<file path="src/sv/esl_pkg.sv">
`timescale 1ns / 1ps
`default_nettype none
// esl_pkg: types, codes and constants for the event-stream line parser
// no dependencies; imported by esl_step, esl_rsp_reg and event_stream_line_parser

package esl_pkg;

   localparam int SPACE_COUNT_MAX = 255;
   localparam int SPACE_LIMIT_INT = (SPACE_COUNT_MAX > 255) ? 255 : SPACE_COUNT_MAX;
   localparam logic [7:0] SPACE_LIMIT = 8'(SPACE_LIMIT_INT);

   localparam logic [7:0] CHAR_NEWLINE = 8'h0a;
   localparam logic [7:0] CHAR_COLON   = 8'h3a;
   localparam logic [7:0] CHAR_SPACE   = 8'h20;
   localparam logic [7:0] CHAR_E       = 8'h65;
   localparam logic [7:0] CHAR_D       = 8'h64;

   localparam int EVENT_LEN = 5;
   localparam int DATA_LEN  = 4;

   // line phase codes
   localparam logic [1:0] PH_START   = 2'd0;
   localparam logic [1:0] PH_NAME    = 2'd1;
   localparam logic [1:0] PH_VALUE   = 2'd2;
   localparam logic [1:0] PH_COMMENT = 2'd3;

   // field roles
   localparam logic [1:0] ROLE_NONE  = 2'd0;
   localparam logic [1:0] ROLE_EVENT = 2'd1;
   localparam logic [1:0] ROLE_DATA  = 2'd2;

   // result kinds
   localparam logic [2:0] K_DATA     = 3'd0;
   localparam logic [2:0] K_EVT      = 3'd1;
   localparam logic [2:0] K_SEP      = 3'd2;
   localparam logic [2:0] K_NEWEVT   = 3'd3;
   localparam logic [2:0] K_DISPATCH = 3'd4;
   localparam logic [2:0] K_DISCARD  = 3'd5;

   typedef struct packed {
      logic       hit;
      logic [2:0] kind;
      logic [7:0] data;
      logic [7:0] spaces;
   } rsp_type;

   function automatic logic [7:0] event_char(input logic [2:0] idx);
      logic [7:0] c;
      case (idx)
         3'd0:    c = 8'h65; // e
         3'd1:    c = 8'h76; // v
         3'd2:    c = 8'h65; // e
         3'd3:    c = 8'h6e; // n
         3'd4:    c = 8'h74; // t
         default: c = 8'h00;
      endcase
      return c;
   endfunction

   function automatic logic [7:0] data_char(input logic [1:0] idx);
      logic [7:0] c;
      case (idx)
         2'd0:    c = 8'h64; // d
         2'd1:    c = 8'h61; // a
         2'd2:    c = 8'h74; // t
         2'd3:    c = 8'h61; // a
         default: c = 8'h00;
      endcase
      return c;
   endfunction

endpackage

`default_nettype wire

</file>
<file path="src/sv/esl_step.sv">
`timescale 1ns / 1ps
`default_nettype none
// esl_step: parser state registers and the per-byte update logic
// depends on esl_pkg

module esl_step (
   input  wire logic            clock,
   input  wire logic            reset,
   input  wire logic            step_en,
   input  wire logic [7:0]      step_byte,
   output esl_pkg::rsp_type     step_rsp
);
   import esl_pkg::*;

   logic [1:0] phase_ff, phase_in;
   logic [2:0] match_ff, match_in;
   logic [1:0] role_ff, role_in;
   logic       started_ff, started_in;
   logic [7:0] pending_ff, pending_in;
   logic       seen_ff, seen_in;

   // name byte outcome
   logic [1:0] nb_phase, nb_role;
   logic [2:0] nb_match;

   // name end outcome
   logic       ne_hit, ne_set_seen;
   logic [2:0] ne_kind;
   logic [1:0] ne_role;

   rsp_type rsp;

   always_comb begin
      nb_phase = phase_ff;
      nb_role  = role_ff;
      nb_match = match_ff;
      if (match_ff == 3'd0 && role_ff == ROLE_NONE && phase_ff == PH_START) begin
         nb_phase = PH_NAME;
         if (step_byte == CHAR_E) begin
            nb_role  = ROLE_EVENT;
            nb_match = 3'd1;
         end else if (step_byte == CHAR_D) begin
            nb_role  = ROLE_DATA;
            nb_match = 3'd1;
         end else begin
            nb_role  = ROLE_NONE;
            nb_match = 3'd0;
         end
      end else if (role_ff == ROLE_EVENT && match_ff < 3'(EVENT_LEN)
                   && step_byte == event_char(match_ff)) begin
         nb_match = match_ff + 3'd1;
      end else if (role_ff == ROLE_DATA && match_ff < 3'(DATA_LEN)
                   && step_byte == data_char(match_ff[1:0])) begin
         nb_match = match_ff + 3'd1;
      end else begin
         nb_role  = ROLE_NONE;
         nb_match = 3'd0;
      end
   end

   always_comb begin
      ne_hit      = 1'b0;
      ne_kind     = K_NEWEVT;
      ne_set_seen = 1'b0;
      ne_role     = role_ff;
      if (role_ff == ROLE_EVENT && match_ff == 3'(EVENT_LEN)) begin
         ne_hit = 1'b1;
      end else if (role_ff == ROLE_DATA && match_ff == 3'(DATA_LEN)) begin
         if (seen_ff) begin
            ne_hit  = 1'b1;
            ne_kind = K_SEP;
         end else begin
            ne_set_seen = 1'b1;
         end
      end else begin
         ne_role = ROLE_NONE;
      end
   end

   always_comb begin
      phase_in   = phase_ff;
      match_in   = match_ff;
      role_in    = role_ff;
      started_in = started_ff;
      pending_in = pending_ff;
      seen_in    = seen_ff;
      rsp        = '0;
      case (phase_ff)
         PH_START: begin
            if (step_byte == CHAR_NEWLINE) begin
               rsp.hit  = 1'b1;
               rsp.kind = seen_ff ? K_DISPATCH : K_DISCARD;
               seen_in  = 1'b0;
            end else if (step_byte == CHAR_COLON) begin
               phase_in = PH_COMMENT;
            end else begin
               phase_in = nb_phase;
               role_in  = nb_role;
               match_in = nb_match;
            end
         end
         PH_NAME: begin
            if (step_byte == CHAR_NEWLINE || step_byte == CHAR_COLON) begin
               rsp.hit  = ne_hit;
               rsp.kind = ne_kind;
               if (ne_set_seen) begin
                  seen_in = 1'b1;
               end
               if (step_byte == CHAR_NEWLINE) begin
                  phase_in   = PH_START;
                  match_in   = 3'd0;
                  role_in    = ROLE_NONE;
                  started_in = 1'b0;
                  pending_in = 8'd0;
               end else begin
                  phase_in   = PH_VALUE;
                  role_in    = ne_role;
                  started_in = 1'b0;
                  pending_in = 8'd0;
               end
            end else begin
               phase_in = nb_phase;
               role_in  = nb_role;
               match_in = nb_match;
            end
         end
         PH_VALUE: begin
            if (step_byte == CHAR_NEWLINE) begin
               phase_in   = PH_START;
               match_in   = 3'd0;
               role_in    = ROLE_NONE;
               started_in = 1'b0;
               pending_in = 8'd0;
            end else if (role_ff == ROLE_NONE) begin
               phase_in = phase_ff;
            end else if (step_byte == CHAR_SPACE) begin
               if (started_ff && pending_ff < SPACE_LIMIT) begin
                  pending_in = pending_ff + 8'd1;
               end
            end else begin
               rsp.hit    = 1'b1;
               rsp.kind   = (role_ff == ROLE_DATA) ? K_DATA : K_EVT;
               rsp.data   = step_byte;
               rsp.spaces = pending_ff;
               pending_in = 8'd0;
               started_in = 1'b1;
            end
         end
         default: begin
            if (step_byte == CHAR_NEWLINE) begin
               phase_in   = PH_START;
               match_in   = 3'd0;
               role_in    = ROLE_NONE;
               started_in = 1'b0;
               pending_in = 8'd0;
            end
         end
      endcase
   end

   always_ff @(posedge clock) begin
      if (reset) begin
         phase_ff   <= PH_START;
         match_ff   <= 3'd0;
         role_ff    <= ROLE_NONE;
         started_ff <= 1'b0;
         pending_ff <= 8'd0;
         seen_ff    <= 1'b0;
      end else if (step_en) begin
         phase_ff   <= phase_in;
         match_ff   <= match_in;
         role_ff    <= role_in;
         started_ff <= started_in;
         pending_ff <= pending_in;
         seen_ff    <= seen_in;
      end
   end

   assign step_rsp = rsp;

endmodule

`default_nettype wire

</file>
<file path="src/sv/esl_rsp_reg.sv">
`timescale 1ns / 1ps
`default_nettype none
// esl_rsp_reg: result register on the response channel
// depends on esl_pkg

module esl_rsp_reg (
   input  wire logic            clock,
   input  wire logic            reset,
   input  wire logic            load,
   input  esl_pkg::rsp_type     load_rsp,
   output logic                 free,
   output logic                 rsp_valid,
   input  wire logic            rsp_stall,
   output logic [2:0]           rsp_out_kind,
   output logic [7:0]           rsp_out_byte,
   output logic [7:0]           rsp_spaces_before
);
   import esl_pkg::*;

   logic       valid_ff, valid_in;
   rsp_type    data_ff;

   // room when empty or being taken this cycle
   assign free = !valid_ff || !rsp_stall;

   always_comb begin
      if (load) begin
         valid_in = 1'b1;
      end else if (valid_ff && rsp_stall) begin
         valid_in = 1'b1;
      end else begin
         valid_in = 1'b0;
      end
   end

   always_ff @(posedge clock) begin
      if (reset) begin
         valid_ff <= 1'b0;
      end else begin
         valid_ff <= valid_in;
      end
   end

   always_ff @(posedge clock) begin
      if (load) begin
         data_ff <= load_rsp;
      end
   end

   assign rsp_valid         = valid_ff;
   assign rsp_out_kind      = data_ff.kind;
   assign rsp_out_byte      = data_ff.data;
   assign rsp_spaces_before = data_ff.spaces;

endmodule

`default_nettype wire

</file>
<file path="src/sv/event_stream_line_parser.sv">
`timescale 1ns / 1ps
`default_nettype none
// event_stream_line_parser: top level of the event-stream line parser
// depends on esl_pkg, esl_step and esl_rsp_reg
//
//   channel   ports                                               direction
//   req       req_valid req_stall req_in_byte                     in  (one byte per item)
//   rsp       rsp_valid rsp_stall rsp_out_kind rsp_out_byte       out (zero or one item
//             rsp_spaces_before                                        per byte)
//
// one byte per cycle while rsp does not stall; a byte passes the input register, then the result register
// the per-byte update is a single pass of compare and select logic on the parser state
// reset (synchronous, active high) empties both registers and puts the parser at line start
// a stall on rsp holds the result register; the input register then holds too and req stalls
// bytes that give no result still need a free result register to advance

module event_stream_line_parser (
   input  wire logic        clock,
   input  wire logic        reset,
   input  wire logic        req_valid,
   output logic             req_stall,
   input  wire logic [7:0]  req_in_byte,
   output logic             rsp_valid,
   input  wire logic        rsp_stall,
   output logic [2:0]       rsp_out_kind,
   output logic [7:0]       rsp_out_byte,
   output logic [7:0]       rsp_spaces_before
);
   import esl_pkg::*;

   // input register
   logic       req_valid_ff, req_valid_in;
   logic [7:0] req_byte_ff;

   logic       out_free;
   logic       advance;
   rsp_type    step_rsp;

   // the held byte moves through the parser when the result register has room
   assign advance   = req_valid_ff && out_free;
   assign req_stall = req_valid_ff && !advance;

   always_comb begin
      if (!req_stall) begin
         req_valid_in = req_valid;
      end else begin
         req_valid_in = req_valid_ff;
      end
   end

   always_ff @(posedge clock) begin
      if (reset) begin
         req_valid_ff <= 1'b0;
      end else begin
         req_valid_ff <= req_valid_in;
      end
   end

   // payload needs no reset
   always_ff @(posedge clock) begin
      if (req_valid && !req_stall) begin
         req_byte_ff <= req_in_byte;
      end
   end

   // parser state and per-byte logic
   esl_step u_step (
      .clock     (clock),
      .reset     (reset),
      .step_en   (advance),
      .step_byte (req_byte_ff),
      .step_rsp  (step_rsp)
   );

   // result register, loaded only when the byte produces an item
   esl_rsp_reg u_rsp_reg (
      .clock             (clock),
      .reset             (reset),
      .load              (advance && step_rsp.hit),
      .load_rsp          (step_rsp),
      .free              (out_free),
      .rsp_valid         (rsp_valid),
      .rsp_stall         (rsp_stall),
      .rsp_out_kind      (rsp_out_kind),
      .rsp_out_byte      (rsp_out_byte),
      .rsp_spaces_before (rsp_spaces_before)
   );

endmodule

`default_nettype wire
</file>
<file path="config.mk">
export PLATFORM = sky130hd
export DESIGN_NAME = event_stream_line_parser
export DESIGN_NICKNAME = d
export VERILOG_FILES = /design/src/sv/esl_pkg.sv /design/src/sv/esl_step.sv /design/src/sv/esl_rsp_reg.sv /design/src/sv/event_stream_line_parser.sv
export SDC_FILE = /design/constraint.sdc
export NUM_CORES = 1
export LEC_CHECK = 0
export BUFFER_PORTS_ARGS = -buffer_cell sky130_fd_sc_hd__buf_2
export CAP_MARGIN = 20
export CORE_MARGIN = 10
export CORE_UTILIZATION = 50
export CTS_CLUSTER_SIZE = 16
export DETAILED_ROUTE_END_ITERATION = 7
export PLACE_DENSITY = 0.7
export RECOVER_POWER = 50
export SKIP_CTS_REPAIR_TIMING = 1
export SYNTH_ARGS = -nofsm -noshare
export SYNTH_HDL_FRONTEND = slang
export SYNTH_SLANG_ARGS = --single-unit
</file>
<file path="constraint.sdc">
create_clock -name clock -period 4.6 [get_ports clock]
set_clock_uncertainty 0.05 [all_clocks]
set_input_delay 0.92 -clock clock [delete_from_list [all_inputs] [get_ports clock]]
set_output_delay 0.92 -clock clock [all_outputs]
set_load 0.01 [all_outputs]
</file>
# == After elaboration in Yosys (flattened, before gate mapping) ==
# Index checks and enable logic that the tools add are counted.
# totals
word_cells,153
ff_bits,46
out_inout_bits,21
in_bits,12
# op_classes
eq_ne,29
n_lt_le_gt_ge,3
bitwise,2
n_mux,69
reduce_logical,36
n_addsub,2
# op_table
cell,n
2-to-1 mux 8 bit,9
2-to-1 mux 20 bit,3
case mux 8 bit (3 select lines),2
2-to-1 mux 2 bit,17
2-to-1 mux 3 bit,10
case mux 7 bit (4 select lines),1
2-to-1 mux 1 bit,19
AND reduction 6 bit,3
"== test 8 x 6 -> 1 bit, second input constant",2
"== test 8 x 7 -> 1 bit, second input constant",2
== test 8 bit,2
logical AND 1 bit,14
"!= test 4 bit, second input constant",3
case mux 4 bit (3 select lines),1
"adder 8 x 1 -> 8 bit, second input constant",1
"== test 2 bit, second input constant",4
"== test 8 x 4 -> 1 bit, second input constant",1
"< comparator 8 bit, second input constant",1
2-to-1 mux 4 bit,2
case mux 2 bit (2 select lines),2
"== test 2 x 1 -> 1 bit, second input constant",3
"== test 3 x 2 -> 1 bit, second input constant",2
"== test 3 bit, second input constant",2
logical NOT 2 bit,3
other kinds (19),32

# == Longest topological paths before layout ==
# logic_depth
ltp_word,16
depth_mapped,10
depth_no_buf,8

# == By module ==
# A second synthesis with hierarchy kept.
# unflattened
hier_cells,237
hier_area_um2,2429.8
# by_module_without_submodules
mod,area_per_inst_um2,cells_each,seq_area_each_um2,n_inst
esl_step,1524.0,200,340.3,1
esl_rsp_reg,603.1,23,590.6,1
event_stream_line_parser,302.8,14,260.2,1

# == Worst setup path after synthesis ==
# Ideal clock, no wire load.
# synth_timing
path_kind,register to register
from,register req_byte_ff[6]
to,"register u_rsp_reg.data_ff (netlist bit u_rsp_reg.rsp_out_byte[0]), enable pin"
path_buffers,2
slack_ns,1.303
setup_time_ns,0.419
required_ns,4.131
synth_period_minus_slack_ns,3.297
arrival_time_ns,2.828
path_stages_with_launch,9
cell_sequence,edfxtp_1 > buf_2 > nor3_1 > and2_1 > buf_2 > nand3_1 > nor3_1 > nor3_1 > nor3_1
# synth_between
elab_chain_len,6
elab_cells_between_ends,11
cone_classes,eq/ne: 3; mux: 6; reduce/logical: 2
# synth_rtl
element,line,text
from (decl),event_stream_line_parser.sv:33,logic [7:0] req_byte_ff;
from (signal assigned),event_stream_line_parser.sv:62,req_byte_ff <= req_in_byte;
== test 8 x 6 -> 1 bit,esl_step.sv:136,end else if (step_byte == CHAR_SPACE) begin
2-to-1 mux 20 bit,esl_step.sv:136,
2-to-1 mux 20 bit,esl_step.sv:134,end else if (role_ff == ROLE_NONE) begin
2-to-1 mux 20 bit,esl_step.sv:128,if (step_byte == CHAR_NEWLINE) begin
case mux 4 bit (3 select lines) (*),esl_step.sv:88,case (phase_ff)
logical AND 1 bit (*),event_stream_line_parser.sv:79,".load (advance && step_rsp.hit),"
net u_rsp_reg.load,esl_rsp_reg.sv:9,"input wire logic load,"
to (signal assigned),esl_rsp_reg.sv:46,data_ff <= load_rsp;
to (decl),esl_rsp_reg.sv:21,rsp_type data_ff;
# The timed path passes the listed nets; every way through them passes the cells marked *.
# A chain may end at the register's enable or synchronous reset.

# == Final worst setup path ==
# layout_timing
from,register req_byte_ff[0]
to,"register u_rsp_reg.data_ff (netlist bit u_rsp_reg.rsp_out_byte[3]), enable pin"
# Same word-level chain as after synthesis.

==> load_flow_metrics.sql <==
INSERT INTO impl_metrics (metric_group, metric, value, unit) VALUES
('timing', 'total_negative_slack_for_setup_checks', '0', 'ps'),
('clocking', 'cts.clk_slew.worst_paths', '90', 'ps'),
('cells_and_area', 'drive_above_1_share', '12.3', '%'),
('synth', 'syn_avg_cell_area', '9.78', 'µm²'),
('critical_path', 'worst-endpoint-required', '4540', 'ps'),
('power_and_ir_drop', 'internal_power', '581', 'µW'),
('synth', 'syn_nets', '304', ''),
('synth', 'syn_area', '2740', 'µm²'),
('critical_path', 'worstSetupStartpointType', 'flip-flop', ''),
('run', 'max-cap-violations', '0', ''),
('die', 'die_boundary_width', '94.0', 'µm'),
('placed_design', 'globalplace.congestion', '0.947', ''),
('synth', 'postSynth.topFlopCell', 'edfxtp_1', ''),
('critical_path', 'critical_path.reg2reg.endpoint', 'u_rsp_reg.rsp_out_byte[3]$_SDFFCE_PP0P_', ''),
('grt', 'grt_pass1_wl', '10400', 'µm'),
('synth', 'synth.top_cell.area_share', '29.6', '%'),
('cells_and_area', 'area_growth', '9.46', '%'),
('synth', 'synth_cells', '280', ''),
('status', 'outcome', 'finished, final reports clean', ''),
('power_and_ir_drop', 'power_switching', '214', 'µW'),
('critical_path', 'worstSetupEndpointType', 'flip-flop', ''),
('power_and_ir_drop', 'clock_network_power_share', '31.7', '%'),
('timing', 'worstMarginPinSlew', '1250', 'ps'),
('grt', 'initial_antenna_violation_count', '0', ''),
('routing', 'drt_pre_antenna_iters', '5', ''),
('grt', 'vias_in_the_first_global_route', '2078', ''),
('hold_path', 'min-delay-path-class', 'reg -> reg', ''),
('cells_and_area', 'fin_cells', '379', ''),
('critical_path', 'worst_setup_path_endpoint', 'u_rsp_reg.rsp_out_byte[3]$_SDFFCE_PP0P_', ''),
('critical_path', 'startpoint', 'req_byte_ff[0]$_DFFE_PP_', ''),
('routing', 'post_drt_wl_per_cell', '16.4', 'µm'),
('clocking', 'ctsRootBufferMaster', 'clkbuf_8', ''),
('cells_and_area', 'ff_latch_area', '1190', 'µm²'),
('cells_and_area', 'finalInstanceArea', '3000', 'µm²'),
('die', 'dieArea', '8840', 'µm²'),
('clocking', 'cts_h_tree_depth', '2', ''),
('placed_design', 'place_inst', '371', ''),
('synth', 'synthArstFlopShare', '0', '%'),
('synth', 'synth_area_leader_cell', 'edfxtp_1', ''),
('timing', 'finalCritPeriodShare', '68.2', '%'),
('clocking', 'clk-insertion-delay-late', '310', 'ps'),
('routing', 'via_count', '2248', ''),
('synth', 'ys_warn_count', '0', ''),
('routing', 'ant_nets', '0', ''),
('cells_and_area', 'n_antenna_cell', '0', ''),
('power_and_ir_drop', 'vdd.ir_drop.worst', '205', 'µV'),
('clocking', 'number_of_clock_sinks', '46', ''),
('die', 'rows', '26', ''),
('placed_design', 'place_hpwl', '4690', 'µm'),
('placed_design', 'detailed_place.area', '2940', 'µm²'),
('grt', 'pin_count_of_the_biggest_net_entering_global_routing', '20', ''),
('power_and_ir_drop', 'leakage', '0.00102', 'µW'),
('die', 'die_height', '94.0', 'µm'),
('routing', 'vias_per_cell', '5.93', ''),
('synth', 'synth_commonest_cells', 'edfxtp_1 (27), and2_1 (20), dfxtp_1 (19), nand2_1 (19), nor2_1 (19)', ''),
('grt', 'grt_overflow', '0', ''),
('timing', 'setup_viol_count_final', '0', ''),
('synth', 'synth.ff_latch_count', '46', ''),
('routing', 'drt_wl_total', '6220', 'µm'),
('power_and_ir_drop', 'seq_power_share', '57.9', '%'),
('clocking', 'cts_max_path_buffers', '2', ''),
('placed_design', 'port_buffer_count', '32', ''),
('critical_path', 'reg2reg_setup_slack', '1460', 'ps'),
('die', 'pin_count', '33', ''),
('clocking', 'clock_buffers_created_by_tritoncts', '5', ''),
('grt', 'grt_util_all_layers', '14.5', '%'),
('synth', 'synth_most_common_cell', 'edfxtp_1', ''),
('cells_and_area', 'multi_input_area', '1440', 'µm²'),
('critical_path', 'cp_max_fo', '19', ''),
('timing', 'grt_setup_unrepaired', 'no', ''),
('timing', 'report.final.slew_viol_count', '0', '');
[placed cells by master, fill, tap and decap left out, drive strengths merged, types with 5 or more instances in the layout]
cell type,synthesis,final
a211oi,5,5
inv,10,11
ha,12,12
nand2,19,19
nand3,12,12
a21oi,12,12
buf,7,12
edfxtp,27,27
nor3,12,12
nor2,19,19
clkbuf,5,26
o21ai,25,25
o21bai,5,5
and2,21,21
dfxtp,19,19
[power groups by stage]
stage	Clock, µW	Combinational (µW)	Sequential, µW
4_1_cts	262	80.9	459
2_1_floorplan	0	70.1	457
3_3_place_gp	0	81.5	468
6_report	252	82.3	460
5_1_grt	280	91.2	462
3_5_place_dp	0	80.7	469
[area by class of cell]
cell class	count	area share, %
timing repair buffer	33	4.72
sequential	46	39.7
multi-input combinational	211	48.2
clock inverter	3	0.793
clock buffer	5	2.30
tap	70	2.92
inverter	11	1.38
[routing by layer]
metal	vias to the layer above	track usage, %	part of all wire (%)
li1	1102	-	-
met1	1012	19.9	48
met4	0	6.33	2.4
met3	18	4.72	9.4
met5	-	0	0
met2	116	20.1	40
[state kept, by name, summed over array words and instances (netlist names)]
name	cells
req_byte_ff	8
u_rsp_reg.rsp_out_byte	8
u_rsp_reg.rsp_spaces_before	8
u_step.pending_ff	8
u_rsp_reg.rsp_out_kind	3
u_step.match_ff	3
u_step.phase_ff	2
u_step.role_ff	2
req_valid_ff	1
u_rsp_reg.rsp_valid	1
u_step.seen_ff	1
u_step.started_ff	1
[kinds of logic (layout without fill, tap and decap cells)]
kind of cell	after synthesis	in the layout	share of synthesized area, %
xor gates and xnor gates	6	6	1.92
and+or+nand+nor	115	115	24.1
muxes	2	2	0.731
buffers and inverters	23	52	3.79
adders and majority gates	12	12	5.48
AOI/OAI and AO/OA	76	76	20.5
DFF	46	46	43.5
[through the flow]
step | worst slack (ps) | power, µW | hold slack [ps] | utilization (%)
after floorplan | 1300 | 527 | 420 | -
after global placement | 1870 | 549 | 465 | 56.4
after detailed placement | 1880 | 550 | 475 | 56.4
after CTS | 1870 | 802 | 491 | 58.2
after global routing | 1110 | 834 | 512 | 57.6
final | 1460 | 794 | 499 | 57.6
[critical path, stage by stage (launching register included)]
cell and delay (ps):
edfxtp_1 520, and4bb_2 330, nand3_4 120, nand2_1 100
nor3_1 1010, nor3_1 220, nor3_2 210, buf_4 270
[worst min path at each step]
stage | startpoint | end | cells after the start
final | u_step.pending_ff[2]$_SDFFE_PP0P_ | u_step.pending_ff[2]$_SDFFE_PP0P_ | 2
after detailed placement | u_step.role_ff[1]$_SDFFE_PP0P_ | u_step.role_ff[1]$_SDFFE_PP0P_ | 2
after global routing | u_step.role_ff[1]$_SDFFE_PP0P_ | u_step.role_ff[1]$_SDFFE_PP0P_ | 2
after CTS | u_step.role_ff[1]$_SDFFE_PP0P_ | u_step.role_ff[1]$_SDFFE_PP0P_ | 2
after floorplan | u_step.role_ff[1]$_SDFFE_PP0P_ | u_step.role_ff[1]$_SDFFE_PP0P_ | 2
after global placement | u_step.role_ff[1]$_SDFFE_PP0P_ | u_step.role_ff[1]$_SDFFE_PP0P_ | 2
(Power assumes the default switching activity.)
